==> config.mk <==
export PLATFORM = sky130hd
export DESIGN_NAME = wcarf_front
export DESIGN_NICKNAME = d
export VERILOG_FILES = /design/src/design/wcarf_pkg.sv /design/src/design/wcarf_front.sv
export SDC_FILE = /design/constraint.sdc
export NUM_CORES = 1
export LEC_CHECK = 0
export ABC_AREA = 1
export BUFFER_PORTS_ARGS = -buffer_cell sky130_fd_sc_hd__buf_2
export CORE_MARGIN = 3
export CORE_UTILIZATION = 42
export CTS_CLUSTER_DIAMETER = 200
export CTS_CLUSTER_SIZE = 16
export DETAILED_ROUTE_END_ITERATION = 12
export PLACE_DENSITY = 0.63
export SYNTH_ARGS = -nofsm -noshare
export SYNTH_HDL_FRONTEND = slang
export SYNTH_SLANG_ARGS = --single-unit
==> constraint.sdc <==
create_clock -name aclk -period 5 [get_ports aclk]
set_clock_uncertainty 0.1 [all_clocks]
set_input_delay 0.25 -clock aclk [delete_from_list [all_inputs] [get_ports aclk]]
set_output_delay 0.25 -clock aclk [all_outputs]
set_load 0.05 [all_outputs]
==> src/design/wcarf_pkg.sv <==
// ----------------------------------------------------------------------------
// wcarf_pkg: shared types and constants of the wildcard access rule filter
// Command and result words, rule layout, kind codes and the digit matcher.
// ----------------------------------------------------------------------------
package wcarf_pkg;

    localparam int unsigned MAX_RULES_DEFAULT   = 1024;
    localparam int unsigned ADDR_DIGITS_DEFAULT = 8;

    localparam int unsigned ADDR_W     = 32;
    localparam int unsigned MASK_W     = 8;
    localparam int unsigned KIND_W     = 2;
    localparam int unsigned RIDX_W     = 10;
    localparam int unsigned S_TDATA_W  = 88;
    localparam int unsigned M_TDATA_W  = 16;

    // Command queue between front and back end
    localparam int unsigned QDEPTH  = 2;
    localparam int unsigned QPTR_W  = $clog2(QDEPTH);
    localparam int unsigned QCNT_W  = $clog2(QDEPTH + 1);

    // Item kind codes on s_tuser
    localparam logic [KIND_W-1:0] KIND_CLEAR    = 2'd0;
    localparam logic [KIND_W-1:0] KIND_APPEND   = 2'd1;
    localparam logic [KIND_W-1:0] KIND_CLASSIFY = 2'd2;

    typedef enum logic [1:0] {
        OP_CLEAR,
        OP_APPEND,
        OP_CLASSIFY,
        OP_NOP
    } op_t;

    typedef enum logic {
        ST_IDLE,
        ST_SCAN
    } bstate_t;

    typedef struct packed {
        op_t               op;
        logic              permit;
        logic [ADDR_W-1:0] src_digits;
        logic [MASK_W-1:0] src_mask;
        logic [ADDR_W-1:0] dst_digits;
        logic [MASK_W-1:0] dst_mask;
    } cmd_t;

    typedef struct packed {
        logic              permit;
        logic [ADDR_W-1:0] dst_digits;
        logic [MASK_W-1:0] dst_mask;
        logic [ADDR_W-1:0] src_digits;
        logic [MASK_W-1:0] src_mask;
    } rule_t;

    typedef struct packed {
        logic              rule_dropped;
        logic [RIDX_W-1:0] rule_index;
        logic              matched;
        logic              accepted;
    } res_t;

    // A digit matches when wildcarded or equal; only the first ndig digits count
    function automatic logic digits_match(input logic [ADDR_W-1:0] pat,
                                          input logic [MASK_W-1:0] msk,
                                          input logic [ADDR_W-1:0] addr,
                                          input int unsigned       ndig);
        logic ok;
        ok = 1'b1;
        for (int d = 0; d < 8; d++) begin
            if (d < ndig) begin
                if (!msk[7-d] && (pat[(7-d)*4 +: 4] != addr[(7-d)*4 +: 4])) begin
                    ok = 1'b0;
                end
            end
        end
        return ok;
    endfunction

endpackage

==> src/design/wcarf_front.sv <==
// ----------------------------------------------------------------------------
// wcarf_front: input side of the rule filter
// Accept words, decode the kind into an operation and queue the command.
// ----------------------------------------------------------------------------
module wcarf_front import wcarf_pkg::*; (
    input  logic                 aclk,
    input  logic                 aresetn,
    input  logic                 s_tvalid,
    output logic                 s_tready,
    input  logic [S_TDATA_W-1:0] s_tdata,
    input  logic [KIND_W-1:0]    s_tuser,
    output logic                 cmd_valid,
    input  logic                 cmd_ready,
    output cmd_t                 cmd
);

    cmd_t              q_mem [QDEPTH];
    logic [QPTR_W-1:0] wr_ptr_reg, wr_ptr_next;
    logic [QPTR_W-1:0] rd_ptr_reg, rd_ptr_next;
    logic [QCNT_W-1:0] cnt_reg, cnt_next;
    cmd_t              dec;
    logic              push, pop;

    always_comb begin
        dec.permit     = s_tdata[0];
        dec.src_digits = s_tdata[32:1];
        dec.src_mask   = s_tdata[40:33];
        dec.dst_digits = s_tdata[72:41];
        dec.dst_mask   = s_tdata[80:73];
        case (s_tuser)
            KIND_CLEAR:    dec.op = OP_CLEAR;
            KIND_APPEND:   dec.op = OP_APPEND;
            KIND_CLASSIFY: dec.op = OP_CLASSIFY;
            default:       dec.op = OP_NOP;
        endcase
    end

    assign s_tready  = (cnt_reg != QCNT_W'(QDEPTH));
    assign cmd_valid = (cnt_reg != '0);
    assign cmd       = q_mem[rd_ptr_reg];
    assign push      = s_tvalid && s_tready;
    assign pop       = cmd_valid && cmd_ready;

    always_comb begin
        wr_ptr_next = push ? wr_ptr_reg + 1'b1 : wr_ptr_reg;
        rd_ptr_next = pop  ? rd_ptr_reg + 1'b1 : rd_ptr_reg;
        cnt_next    = cnt_reg;
        if (push && !pop) begin
            cnt_next = cnt_reg + 1'b1;
        end else if (pop && !push) begin
            cnt_next = cnt_reg - 1'b1;
        end
    end

    always_ff @(posedge aclk) begin
        if (!aresetn) begin
            wr_ptr_reg <= '0;
            rd_ptr_reg <= '0;
            cnt_reg    <= '0;
        end else begin
            wr_ptr_reg <= wr_ptr_next;
            rd_ptr_reg <= rd_ptr_next;
            cnt_reg    <= cnt_next;
        end
    end

    always_ff @(posedge aclk) begin
        if (push) begin
            q_mem[wr_ptr_reg] <= dec;
        end
    end

endmodule

# Word level (Yosys, flattened, before mapping)

Memory sizes are Yosys's and may differ from the RTL's. A register that Yosys moved wholly into a read port is not among the register bits.
Cells that the tools add are included.
W data, S select, Z words.

Register bits after elaboration: 4
Latch bits: 0
Memory bits (writable): 166
Memory bits (read-only): 0
Input bits: 94
Output and inout bits: 85
Logic and storage cells: 27
Memories: 1

Add/sub/neg operators: 4
Multiply operators: 0
Divide/modulo/power cells: 0
Order comparisons: 0
Equal/unequal tests: 3
Shift operators: 0
Multiplexer cells: 7
Bitwise gates (word level): 0
Reduce and logical (&&, ||, !) cells: 9

Memory list:

| name  | words | bits a word | read ports | clocked after Yosys merged registers in | write ports | line              | RTL |
|---|---|---|---|---|---|---|---|
| q_mem | 2     | 83          | 1          | 1                                       | 1           | wcarf_front.sv:17 | `cmd_t q_mem [QDEPTH];` |

Operator list:

| operator              | number |
|---|---|
| $pmux W2 S3           | 1 |
| $logic_and A1 B1 Y1   | 4 |
| $mux W1               | 4 |
| $mux W2               | 2 |
| $reduce_bool A2 Y1    | 2 |
| $add A1 B1 Y1 const B | 2 |
| $add A2 B1 Y2 const B | 1 |
| $eq A2 B1 Y1 const B  | 1 |
| $eq A2 B2 Y1 const B  | 1 |
| $logic_not A1 Y1      | 2 |
| $logic_not A2 Y1      | 1 |
| $ne A2 B2 Y1 const B  | 1 |
| $sub A2 B1 Y2 const B | 1 |

# Logic depth before layout (Yosys ltp)

Word-level depth: 6
Mapped depth: 11
Gate-level depth less buffers: 11

# Worst setup path after synthesis

No wires, ideal clock.

Kind: reg2reg
Start: register cnt_reg[0]
End: memory q_mem[0][0] (netlist name), enable pin
Setup time: 0.525 ns
Arrival time: 4.432 ns
Data required time: 4.375 ns
Setup slack: -0.057 ns
Stages on the path, launching flop included: 5
Buffers on the path: 0
Clock period less this slack: 5.057 ns
Cells stage by stage: dfxtp_1 inv_1 nand2_1 nand2_1 nor2_1

Longest elaborated chain between the ends: 4

Ends and longest elaborated chain:

| item                          | line              | RTL |
|---|---|---|
| from (decl)                   | wcarf_front.sv:20 | `logic [QCNT_W-1:0] cnt_reg, cnt_next;` |
| from (signal assigned)        | wcarf_front.sv:63 | `cnt_reg <= cnt_next;` |
| $ne A2 B2 Y1                  | wcarf_front.sv:38 | `assign s_tready = (cnt_reg != QCNT_W'(QDEPTH));` |
| via s_tready                  | wcarf_front.sv:9  | `output logic s_tready,` |
| $logic_and A1 B1 Y1           | wcarf_front.sv:41 | `assign push = s_tvalid && s_tready;` |
| $mux W1                       | wcarf_front.sv:68 | `if (push) begin` |
| $mux W1 (implied by the code) | wcarf_front.sv:69 | `q_mem[wr_ptr_reg] <= dec;` |
| to (decl)                     | wcarf_front.sv:17 |  |

The timed path passes the listed nets, and every way through them passes these cells.

==> flow_summary.yaml <==
power_and_ir_drop:
  p_int_mw: 3.125
  p_per_area_nw_per_um2: 534.8
  pwr-share-comb_pct: 34.1
  power_frac_clock_pct: 27.3
  switchingPower_mw: 1.712
  p_seq_share_pct: 38.6
  p_sw_share_pct: 35.39
  ir_drop_mv: 0.3161
  p_leak_nw: 3.576
route:
  vias: 3573
  drc_errors: 0
  drt-total-wl_um: 12430
  wl_met2_um: 6484
  met1_length_um: 4931
  highest_layer: "met4"
  dr.pass1.iters: 4
  ant_nets: 0
  viasPerCell: 4.523
  dr.first_iter.drc_count: 210
  met3WireLength_um: 804
  wl_per_cell_um: 15.74
run_status:
  status: "completed"
cts:
  cts-resized-gates: 0
  htree_levels: 4
  path_clk_slew_ns: 0.06
  tritoncts: "built"
  cts_root_buffer: "clkbuf_16"
  cts_inserted_buffers: 17
  cts.sinks: 171
  clk_latency_ns: 0.41
  clockBufferDepth: 2
timing:
  hold_viol_final: 0
  setup_tns_ns: 0
  setup_viol: 0
  rsz0062_at_grt: "false"
  min_period_over_period_pct: 48.33
  max_slew_margin_pct: 43.27
  hold_ws_ns: 0.1491
  fin_crit_ns: 2.416
  slew_viol_final: 0
  fmax_mhz: 413.9
  tightest_slew_ns: 0.8510
global_routing:
  grt_pass1_vias: 3947
  grt-ovfl-total: 0
  grt_pass1_wl_um: 19950
  grt.total_usage_pct: 14.88
  grt_max_degree: 59
  antenna_found_initial: 0
logic_synthesis:
  yosys.area.top_type: "edfxtp_1"
  synthTopCellsByArea: "edfxtp_1 76%, mux2_4 16%, mux2_2 2.2%, buf_12 2.1%, dfxtp_1 1.5%"
  syn_avg_cell_area_um2: 22.18
  synth_xor_area_share_pct: 0
  synth.area.mux_share_pct: 18.18
  syn_area_um2: 6586
  ys_seq_area_share_pct: 77.20
  ys_ff_latch: 171
  yosys.area_share.adder_pct: 0.1900
  synth_simple_gate_area_share_pct: 1.140
  yosysWarnings: 0
  ys_types: 17
  syn_inst: 297
  netlist.area_leader.share_pct: 75.68
  synth_compound_area_share_pct: 0.3419
  synth_top_family_by_area: "multiplexers"
  synth_nets: 392
die:
  die_h_um: 131.2
  core-area_um2: 15260
  die_w_um: 131.2
  pin_count: 179
  start_util_pct: 43.17
  die_area_um2: 17220
  row_count: 45
cells_and_area:
  final_cell_area_um2: 9044
  syn2layout_area_growth_pct: 37.31
  largest_reg_flops: 166
  layout-drive-gt1-share_pct: 50.60
  layout.nets: 661
  n_antenna_cell: 0
  fin_util_pct: 59.27
placed_design:
  placed_area_um2: 7606
  io_buffers: 171
  gp_congestion: 0.6889
  dp_hpwl_um: 7308
setup_path:
  arrival_ns: 2.07
  path_max_fanout: 47
  required_ns: 4.65
  end_kind: "output port"
  criticalPathCategory: "reg -> out"
  startpoint_type: "flop"
flow_run:
  max_cap_violations: 0
min_path:
  hp-class: "in -> reg"
cells by family after synthesis:
group / after synthesis
flip-flops: 171
AND/OR/NAND/NOR: 19
multiplexers: 83
AO/OA/AOI/OAI: 4
buffers and inverters: 19
adder cells (fa/ha/maj): 1
through the flow:
stage | setup WS [ns] | std cells | power, mW
global route | 2.422 | 790 | 5.038
finish | 2.584 | 790 | 4.837
global placement | 2.650 | 674 | 3.487
detailed placement | 2.544 | 674 | 3.513
CTS | 2.539 | 790 | 4.889
floorplan | -0.05746 | 297 | 3.260
synth_stat cells, drive strengths merged:
library cell / number
o21a: 1
a21oi: 1
dfxtp: 5
nand4: 1
nand3: 1
mux2: 83
o21ai: 2
clkbuf: 2
nand2: 9
inv: 8
ha: 1
nor2: 8
buf: 9
edfxtp: 166
critical path, cell delays in order (launching register included):
cell,delay (ns)
dfxtp_4,0.34
buf_4,0.66
mux2_2,0.41
buf_2,0.21
power groups by stage:
stage	Sequential, mW	Combinational [mW]	Clock [mW]
floorplan	1.90	1.35	0
global placement	1.88	1.60	0
detailed placement	1.90	1.62	0
CTS	1.87	1.67	1.35
global route	1.88	1.74	1.42
finish	1.86	1.65	1.32
final timing paths:
check                   from      endpoint  slack [ns]  depth (start not counted)
setup / recovery        flop       cmd[72]        2.58                          3
hold reg to reg   rd_ptr_reg          flop        0.40                          2
hold / removal     cmd_ready          flop        0.15                          4
setup reg to reg  cnt_reg[0]  q_mem[0][65]        2.63                          5
layer usage:
metal | up-vias | GRT usage, %
met5 | - | 0
met4 | 0 | 5.076
met3 | 17 | 6.049
met2 | 122 | 25.84
met1 | 1743 | 16.68
li1 | 1691 | -
cell usage in the layout (no fill, tap or decap), types with 4 or more instances in the layout:
cell | Yosys | routed
dfxtp_1 | 5 | 4
nand2_1 | 9 | 9
buf_2 | 1 | 171
clkbuf_16 | 0 | 17
buf_4 | 0 | 6
mux2_2 | 13 | 13
inv_1 | 8 | 8
edfxtp_1 | 166 | 166
mux2_4 | 70 | 70
nor2_1 | 8 | 6
dlygate4sd3_1 | 0 | 84
area by class of cell:
class                      instances  area [um2]
timing repair buffer             261        1742
multi-input combinational        107        1323
fill                            1169        6215
clock inverter                    15       171.4
tap                              211       264.0
sequential                       171        5089
clock buffer                      17       425.4
inverter                           8       30.03
what timing repair did:
action | CTS | global route
buffers inserted | 0 | 0
endpoints found under the hold margin | 171 | 0
hold buffers | 84 | 0
Note: power is estimated with default switching activity, not from simulation.
